## src/hw/rtl/priority_target_table_top_macros.svh

```systemverilog
// assertion macros for the priority target table
`ifndef PRIORITY_TARGET_TABLE_TOP_MACROS_SVH
`define PRIORITY_TARGET_TABLE_TOP_MACROS_SVH
`define PTT_ASSERT_IMP(label, clk, rst_n, a, c) \
	label: assert property (@(posedge clk) disable iff (!rst_n) (a) |-> (c)) else $error("label");
`define PTT_ASSERT_NEXT(label, clk, rst_n, a, c) \
	label: assert property (@(posedge clk) disable iff (!rst_n) (a) |=> (c)) else $error("label");
`endif

```

## src/hw/rtl/ptt_pkg.sv

```systemverilog
// shared types and constants for the priority target table
package ptt_pkg;
	localparam int DEPTH_DEF = 16;
	localparam int REC_W = 64 + 3 + 32 + 1 + 32;
	localparam logic [1:0] OP_ADD = 2'd0;
	localparam logic [1:0] OP_SORT = 2'd1;
	localparam logic [1:0] OP_PURGE = 2'd2;
	localparam logic [1:0] OP_READ = 2'd3;
	localparam logic [4:0] CAP_RESET = 5'd16;
	localparam logic [31:0] AGE_RESET = 32'd60;
	localparam logic CFG_CAP = 1'b0;
	localparam logic CFG_AGE = 1'b1;

	typedef struct packed {
		logic [63:0] key;
		logic [2:0] priority_lvl;
		logic [31:0] rtime;
		logic active;
		logic [31:0] payload;
	} rec_t;

	typedef struct packed {
		logic [1:0] op;
		logic [63:0] rec_key;
		logic [2:0] rec_priority;
		logic [31:0] rec_time;
		logic rec_active;
		logic [31:0] rec_payload;
		logic [31:0] now_time;
		logic [3:0] read_index;
	} req_t;

	typedef struct packed {
		logic accepted;
		logic [4:0] entry_total;
		logic [63:0] out_key;
		logic [2:0] out_priority;
		logic [31:0] out_time;
		logic out_active;
		logic [31:0] out_payload;
	} rsp_t;
endpackage

```

## src/hw/rtl/priority_target_table_top.sv

```systemverilog
// priority target table top level: sequencer around one record memory
// usage:
//   requests enter on in_valid/in_stall as a req_t; one response per request
//   leaves on out_valid/out_stall as a rsp_t, held until taken.
//   configuration writes use cfg_valid/cfg_ready with cfg_index/cfg_data;
//   index 0 is the capacity limit, index 1 the maximum age.
// steps from the taking of a request to out_valid:
//   read: a registered memory read. add: a key scan, on a full table a
//   priority scan, then a write.
//   purge: one pass that keeps the active entries younger than the maximum
//   age. sort: insertion sort.
//   one request is worked at a time; the next can be taken in the cycle after
//   the response register is loaded.
// reset:
//   arst_n clears the count and restores the registers to 16 and 60;
//   record contents are not cleared, only entries below the count are read.
// stall:
//   a stalled response holds; the next request is still worked and its
//   response waits in the last step until the register is free.
module priority_target_table_top
	import ptt_pkg::*;
#(
	parameter int TABLE_DEPTH = DEPTH_DEF
) (
	input  logic        clk,
	input  logic        arst_n,
	input  logic        in_valid,
	output logic        in_stall,
	input  req_t        in_data,
	output logic        out_valid,
	input  logic        out_stall,
	output rsp_t        out_data,
	input  logic        cfg_valid,
	output logic        cfg_ready,
	input  logic        cfg_index,
	input  logic [31:0] cfg_data
);
	localparam int AW = $clog2(TABLE_DEPTH);
	localparam int CW = AW + 1;

	typedef enum logic [9:0] {
		ST_IDLE   = 10'b0000000001,
		ST_SCAN   = 10'b0000000010,
		ST_LOW    = 10'b0000000100,
		ST_WRITE  = 10'b0000001000,
		ST_PURGE  = 10'b0000010000,
		ST_SORTI  = 10'b0000100000,
		ST_SORTJ  = 10'b0001000000,
		ST_READ   = 10'b0010000000,
		ST_RESP   = 10'b0100000000,
		ST_WAIT   = 10'b1000000000
	} state_t;

	state_t state_q;
	req_t req_q;
	logic [CW-1:0] count_q, idx_q, wr_q, ii_q;
	logic [AW-1:0] lo_q, tgt_q;
	logic [2:0] lo_pri_q;
	logic rd_pend_q;
	logic [AW-1:0] rd_idx_q;
	logic acc_q;
	rec_t hold_q;
	logic [4:0] cap_q;
	logic [31:0] age_q;

	logic we;
	logic [AW-1:0] waddr, raddr;
	rec_t wdata, rdata;

	ptt_ram #(.WIDTH(REC_W), .DEPTH(TABLE_DEPTH)) u_ram (
		.clk(clk), .we(we), .waddr(waddr), .wdata(wdata), .raddr(raddr), .rdata(rdata)
	);

	rec_t new_rec;
	assign new_rec = '{key: req_q.rec_key, priority_lvl: req_q.rec_priority,
		rtime: req_q.rec_time, active: req_q.rec_active, payload: req_q.rec_payload};

	logic [CW-1:0] eff_cap;
	always_comb begin
		if (32'(cap_q) > 32'(TABLE_DEPTH)) begin
			eff_cap = CW'(TABLE_DEPTH);
		end else begin
			eff_cap = CW'(cap_q);
		end
	end

	logic [31:0] age_v;
	assign age_v = req_q.now_time - rdata.rtime;

	logic out_free;
	assign out_free = !out_valid || !out_stall;

	assign in_stall = (state_q != ST_IDLE);
	assign cfg_ready = (state_q == ST_IDLE);

	// memory address and write steering
	always_comb begin
		we = 1'b0;
		waddr = tgt_q;
		wdata = new_rec;
		raddr = idx_q[AW-1:0];
		case (state_q)
			ST_WRITE: begin
				we = 1'b1;
			end
			ST_PURGE: begin
				we = rd_pend_q && (age_v < age_q) && rdata.active;
				waddr = wr_q[AW-1:0];
				wdata = rdata;
			end
			ST_SORTI: begin
				raddr = ii_q[AW-1:0];
			end
			ST_SORTJ: begin
				waddr = tgt_q;
				if (rd_pend_q && rdata.priority_lvl < hold_q.priority_lvl) begin
					we = 1'b1;
					wdata = rdata;
				end else if (rd_pend_q || tgt_q == '0) begin
					we = 1'b1;
					wdata = hold_q;
				end
				raddr = tgt_q - AW'(1);
			end
			ST_READ, ST_RESP: begin
				raddr = AW'(req_q.read_index);
			end
			default: begin
			end
		endcase
	end

	always_ff @(posedge clk or negedge arst_n) begin
		if (!arst_n) begin
			state_q <= ST_IDLE;
			count_q <= '0;
			out_valid <= 1'b0;
			cap_q <= CAP_RESET;
			age_q <= AGE_RESET;
			rd_pend_q <= 1'b0;
		end else begin
			if (out_valid && !out_stall && state_q != ST_RESP) begin
				out_valid <= 1'b0;
			end
			if (cfg_valid && cfg_ready) begin
				case (cfg_index)
					CFG_CAP: cap_q <= cfg_data[4:0];
					CFG_AGE: age_q <= cfg_data;
					default: begin
					end
				endcase
			end
			case (state_q)
				ST_IDLE: begin
					if (in_valid && !in_stall) begin
						req_q <= in_data;
						idx_q <= '0;
						wr_q <= '0;
						rd_pend_q <= 1'b0;
						acc_q <= 1'b1;
						case (in_data.op)
							OP_ADD: state_q <= ST_SCAN;
							OP_SORT: begin
								ii_q <= CW'(1);
								state_q <= ST_SORTI;
							end
							OP_PURGE: state_q <= ST_PURGE;
							default: state_q <= ST_READ;
						endcase
					end
				end
				ST_SCAN: begin
					// key match scan, rdata belongs to idx_q-1
					if (rd_pend_q && rdata.key == req_q.rec_key) begin
						tgt_q <= rd_idx_q;
						rd_pend_q <= 1'b0;
						state_q <= ST_WRITE;
					end else if (idx_q >= count_q) begin
						rd_pend_q <= 1'b0;
						if (count_q < eff_cap) begin
							tgt_q <= count_q[AW-1:0];
							count_q <= count_q + CW'(1);
							state_q <= ST_WRITE;
						end else if (count_q == '0) begin
							acc_q <= 1'b0;
							state_q <= ST_RESP;
						end else begin
							idx_q <= '0;
							lo_q <= '0;
							lo_pri_q <= 3'd7;
							state_q <= ST_LOW;
						end
					end else begin
						rd_pend_q <= 1'b1;
						rd_idx_q <= idx_q[AW-1:0];
						idx_q <= idx_q + CW'(1);
					end
				end
				ST_LOW: begin
					if (rd_pend_q && (rd_idx_q == '0 || rdata.priority_lvl < lo_pri_q)) begin
						lo_q <= rd_idx_q;
						lo_pri_q <= rdata.priority_lvl;
					end
					if (idx_q >= count_q) begin
						rd_pend_q <= 1'b0;
						if (!rd_pend_q) begin
							tgt_q <= lo_q;
							if (req_q.rec_priority > lo_pri_q) begin
								state_q <= ST_WRITE;
							end else begin
								acc_q <= 1'b0;
								state_q <= ST_RESP;
							end
						end
					end else begin
						rd_pend_q <= 1'b1;
						rd_idx_q <= idx_q[AW-1:0];
						idx_q <= idx_q + CW'(1);
					end
				end
				ST_WRITE: begin
					state_q <= ST_RESP;
				end
				ST_PURGE: begin
					if (we) begin
						wr_q <= wr_q + CW'(1);
					end
					if (idx_q >= count_q) begin
						rd_pend_q <= 1'b0;
						if (!rd_pend_q) begin
							count_q <= wr_q;
							state_q <= ST_RESP;
						end
					end else begin
						rd_pend_q <= 1'b1;
						idx_q <= idx_q + CW'(1);
					end
				end
				ST_SORTI: begin
					// fetch the element to insert
					if (ii_q >= count_q) begin
						state_q <= ST_RESP;
					end else if (!rd_pend_q) begin
						idx_q <= ii_q;
						rd_pend_q <= 1'b1;
						state_q <= ST_WAIT;
					end
				end
				ST_WAIT: begin
					hold_q <= rdata;
					tgt_q <= ii_q[AW-1:0];
					rd_pend_q <= 1'b0;
					state_q <= ST_SORTJ;
				end
				ST_SORTJ: begin
					// rd_pend_q: rdata holds entry tgt_q-1
					if (!rd_pend_q) begin
						if (tgt_q == '0) begin
							ii_q <= ii_q + CW'(1);
							state_q <= ST_SORTI;
						end else begin
							rd_pend_q <= 1'b1;
						end
					end else if (rdata.priority_lvl < hold_q.priority_lvl) begin
						tgt_q <= tgt_q - AW'(1);
						rd_pend_q <= 1'b0;
					end else begin
						rd_pend_q <= 1'b0;
						ii_q <= ii_q + CW'(1);
						state_q <= ST_SORTI;
					end
				end
				ST_READ: begin
					state_q <= ST_RESP;
				end
				ST_RESP: begin
					if (out_free) begin
						out_valid <= 1'b1;
						out_data.accepted <= acc_q;
						out_data.entry_total <= 5'(count_q);
						if (req_q.op == OP_READ && CW'(req_q.read_index) < count_q) begin
							out_data.out_key <= rdata.key;
							out_data.out_priority <= rdata.priority_lvl;
							out_data.out_time <= rdata.rtime;
							out_data.out_active <= rdata.active;
							out_data.out_payload <= rdata.payload;
						end else begin
							out_data.out_key <= '0;
							out_data.out_priority <= '0;
							out_data.out_time <= '0;
							out_data.out_active <= 1'b0;
							out_data.out_payload <= '0;
						end
						state_q <= ST_IDLE;
					end
				end
				default: state_q <= ST_IDLE;
			endcase
		end
	end

	`include "priority_target_table_top_macros.svh"

	`PTT_ASSERT_IMP(a_count_bound, clk, arst_n, 1'b1, count_q <= CW'(TABLE_DEPTH))
	`PTT_ASSERT_NEXT(a_out_hold, clk, arst_n, out_valid && out_stall, out_valid && $stable(out_data))
	`PTT_ASSERT_IMP(a_no_take_busy, clk, arst_n, state_q != ST_IDLE, in_stall)
	`PTT_ASSERT_IMP(a_no_cfg_busy, clk, arst_n, state_q != ST_IDLE, !cfg_ready)
endmodule

```

## src/hw/rtl/ptt_ram.sv

```systemverilog
// generic single-port-write, one-read ram with registered read
module ptt_ram #(
	parameter int WIDTH = 8,
	parameter int DEPTH = 16
) (
	input  logic                     clk,
	input  logic                     we,
	input  logic [$clog2(DEPTH)-1:0] waddr,
	input  logic [WIDTH-1:0]         wdata,
	input  logic [$clog2(DEPTH)-1:0] raddr,
	output logic [WIDTH-1:0]         rdata
);
	logic [WIDTH-1:0] mem [DEPTH];

	always_ff @(posedge clk) begin
		if (we) begin
			mem[waddr] <= wdata;
		end
		rdata <= mem[raddr];
	end
endmodule
```

## config.mk

```make
export PLATFORM = sky130hd
export DESIGN_NAME = priority_target_table_top
export DESIGN_NICKNAME = d
export VERILOG_FILES = /design/src/hw/rtl/ptt_pkg.sv /design/src/hw/rtl/priority_target_table_top.sv /design/src/hw/rtl/ptt_ram.sv
export VERILOG_INCLUDE_DIRS = /design/src /design/src/hw/rtl
export SDC_FILE = /design/constraint.sdc
export NUM_CORES = 2
export LEC_CHECK = 0
export ABC_AREA = 1
export BUFFER_PORTS_ARGS = -buffer_cell sky130_fd_sc_hd__buf_2
export CAP_MARGIN = 20
export CORE_MARGIN = 4
export CORE_UTILIZATION = 40
export DETAILED_ROUTE_END_ITERATION = 7
export PLACE_DENSITY_LB_ADDON = 0.1
export REMOVE_ABC_BUFFERS = 1
export SYNTH_ARGS = -nofsm -noshare
export SYNTH_HDL_FRONTEND = slang
export SYNTH_HIERARCHICAL = 1
export SYNTH_SLANG_ARGS = --single-unit
export TNS_END_PERCENT = 50
```

## constraint.sdc

```tcl
create_clock -name clk -period 35.3 [get_ports clk]
set_input_delay 0 -clock clk [delete_from_list [all_inputs] [get_ports clk]]
set_output_delay 0 -clock clk [all_outputs]
set_load 0.01 [all_outputs]
```

==> run_results.csv <==
group,metric,value,unit
run_status,status,"complete, no violations",
sta,worst_slew_pin_slew,1.253,ns
synth,synth_edf_count,2583,
final_layout,finalNetCount,11796,
synth,yosys.area.top_type_share,66.24,%
sta,tns,0,ns
sta,hold_viol_final,0,
synth,ys_seq_area_share,69.66,%
synth,yosys.area.top_type,"edfxtp_1",
power_and_ir_drop,total_power,12.08,mW
synth,async_flop_share,1.950,%
clocking,cts_tree,"yes",
floorplanning,die_x,549.0,µm
global_route,gr-usage-all-layers,24.44,%
final_layout,area_delta_synth_final,17.28,%
setup_path,end_kind,"flop",
final_layout,multi_input_area,28000,µm²
final_layout,final_cell_mix,"nand2_1 (3,512), edfxtp_1 (2,583), nand3_1 (1,601)",
floorplanning,num_io_pins,349,
worst_hold_path,min_path_type,"in -> reg",
floorplanning,initial_utilization,40.23,%
placed_design,portBuffers,348,
setup_path,cp-start-kind,"flop",
route,drt_iter0_markers,7763,
floorplanning,die_area,301500,µm²
clocking,cts.path.max_buffers,4,
synth,netlist-cell-type-count,58,
sta,rsz0062_at_grt,"false",
route,routedWlPerCell,24.06,µm
sta,finalSetupViolCount,0,
final_layout,finish.utilization,47.18,%
placed_design,dpl_cell_area,122800,µm²
global_route,grt_max_degree,205,
setup_path,crit_fanout,101,
route,vias_per_cell,5.151,
sta,finalCriticalPeriod,7.122,ns
route,vias,80662,
setup_path,worst-endpoint-arrival,7.89,ns
synth,ys_warn_count,6,
synth,synth.area.top_cells,"edfxtp_1 (66%), nand2_1 (11%), nand3_1 (6.8%)",
power_and_ir_drop,vdd_drop_max,0.1017,mV
sta,post-route-period-util,20.18,%
clocking,cts-root-buf,"clkbuf_16",
floorplanning,core,291100,µm²
route,drt.antenna.violating_nets,0,
sta,hold_ws,0.1145,ns
route,wirelength,376800,µm
placed_design,gp_congestion,0.8955,
placed_design,hpwl,211500,µm
synth,syn-cell-area,117100,µm²
global_route,grt_pass1_vias,78314,
clocking,htree_levels,5,
final_layout,final_common_cell,"nand2_1",
global_route,antenna_found_initial,16,
route,drc,0,
final_layout,fillCellCount,26674,
power_and_ir_drop,cellLeakagePower,55.30,nW
sta,report.final.slew_viol_count,0,
setup_path,critical_path_class,"reg -> reg",
clocking,cts.clk_slew.worst_paths,0.05,ns
setup_path,cp.required,36.07,ns
sta,slew_headroom,15.85,%
final_layout,seqCellArea,81570,µm²
global_route,grt_pass1_wl,545900,µm
route,dr.pass1.iters,6,
clocking,clock_latency,0.91,ns
synth,synthCells,10694,
clocking,post-cts-setup-buffer-count,0,
synth,syn_area_per_cell,10.95,µm²
final_layout,stdcell_area,137300,µm²
sta,skew,0.04345,ns
flow_run,drv_cap,0,
synth,yosys_register_bits,2769,
synth,synthFlopType,"edfxtp_1",
clocking,cts_sinks,2769,
global_route,grt.overflow.total,0,
final_layout,layout-drive-gt1-share,9.674,%
sta,fmax,140.4,MHz
floorplanning,row_count,198,
floorplanning,die_y,549.0,µm
clocking,cts_made_buffers,311,
power_and_ir_drop,cellPowerDensity,87.95,nW/µm²
## what timing repair did
action | 4_1_cts | 5_1_grt
hold buffers | 429 | 0
endpoints found under the setup margin | 0 | 0
hold endpoints to repair | 284 | 0
resized for setup | 0 | 0
## through the flow
stage	worst slack (ns)	instances
3_3_place_gp	28.25	14601
2_1_floorplan	-107.87	10169
4_1_cts	28.31	15615
5_1_grt	27.87	15654
6_report	28.18	15658
3_5_place_dp	28.34	14614
## synthesized netlist by cell type (3+ instances only)
cell / count
o21ai_0: 158
nand3_1: 1602
nand4_1: 42
a21oi_1: 75
inv_2: 6
dfrtp_1: 48
a21boi_0: 3
ha_1: 93
or2_2: 21
buf_4: 25
buf_12: 3
o211ai_1: 33
inv_1: 1293
nor2_1: 298
o21a_1: 5
xnor2_1: 20
xor2_1: 25
buf_6: 80
edfxtp_1: 2583
a21o_1: 4
dfxtp_1: 132
nand2_1: 3512
nor3_1: 20
clkbuf_1: 156
o21ai_1: 3
nand3b_1: 6
nor4_1: 4
buf_1: 33
buf_2: 228
a31oi_1: 7
mux2_2: 7
dfstp_2: 6
nor3b_1: 4
mux2_4: 20
o221ai_1: 108
a221oi_1: 3
## worst max-delay path: stages, from the launching register on
cell     delay (ns)
dfrtp_1        0.40
nor2_1         0.19
nand2_2        0.13
inv_1          0.16
nand2_1        0.13
nor3_1         0.25
inv_1          0.14
nand2_1        0.17
inv_1          0.06
nand2_1        0.21
a41oi_4        0.14
buf_4          0.41
inv_8          0.72
buf_4          0.83
buf_4          0.74
buf_4          0.73
buf_4          0.78
nand3_1        0.17
nand3_1        0.11
nand2_1        0.10
nand2_1        0.08
nand2_1        0.07
## flip-flops by register name, indices dropped and copies added, names as in the netlist, 10 cells and up
| register | flops |
|---|---|
| hold_q | 132 |
| u_ram/mem | 2112 |
| out_data | 138 |
| u_ram/rdata | 132 |
| state_q | 10 |
| age_q | 32 |
| req_q | 38 |
| new_rec | 132 |
## path summary, 6_finish.rpt
kind | cells past startpoint | slack (ns) | start | endpoint
setup / recovery | 21 | 28.18 | state_q[4]$_DFFE_PN0P_ | u_ram/rdata[1]$_DFF_P_
hold / removal | 4 | 0.11 | in_data[169] | state_q[4]$_DFFE_PN0P_
hold reg to reg | 0 | 0.42 | u_ram/rdata[40]$_DFF_P_ | hold_q[40]$_DFFE_PP_
max in group asynchronous | 5 | 34.16 | arst_n | age_q[2]$_DFFE_PN1P_
min in group asynchronous | 4 | 0.37 | arst_n | cap_q[2]$_DFFE_PN0P_
setup reg to reg | 21 | 28.18 | state_q[4]$_DFFE_PN0P_ | u_ram/rdata[1]$_DFF_P_
## logic make-up (layout without fill, tap and decap cells)
family,after synthesis,count (layout),share of synthesized area [%]
multiplexers,27,27,0.3238
AO/OA/AOI/OAI,410,410,2.248
XOR/XNOR,45,45,0.3366
AND/OR/NAND/NOR,5523,5523,19.69
adder cells (fa/ha/maj),94,94,1.011
flip-flops,2769,2769,69.66
other,0,5,0
buffers and inverters,1826,2885,6.734
## per-layer routing
layer | GRT usage, % | up-vias | wire length [µm]
li1 | - | 37480 | -
met1 | 34.17 | 40036 | 165500
met2 | 39.97 | 2556 | 177200
met3 | 2.910 | 586 | 21530
met4 | 7.649 | 4 | 12540
met5 | 0 | - | 23
## power breakdown
part	switching, mW	internal (mW)	leakage (nW)	total [mW]
clock network	1.34	1.82	4.82	3.16
logic	3.47	1.28	25.4	4.75
registers	0.135	4.03	25.1	4.16
total	4.94	7.14	55.3	12.1
## layout make-up
type / count / area share (%)
multi-input combinational: 6099 / 20.39
sequential: 2769 / 59.40
clock inverter: 121 / 0.8136
clock buffer: 451 / 6.384
tap: 3900 / 3.553
timing repair buffer: 1012 / 5.863
antenna: 5 / 0.009111
inverter: 1301 / 3.590
No activity file was read; power rests on OpenSTA's default activity.
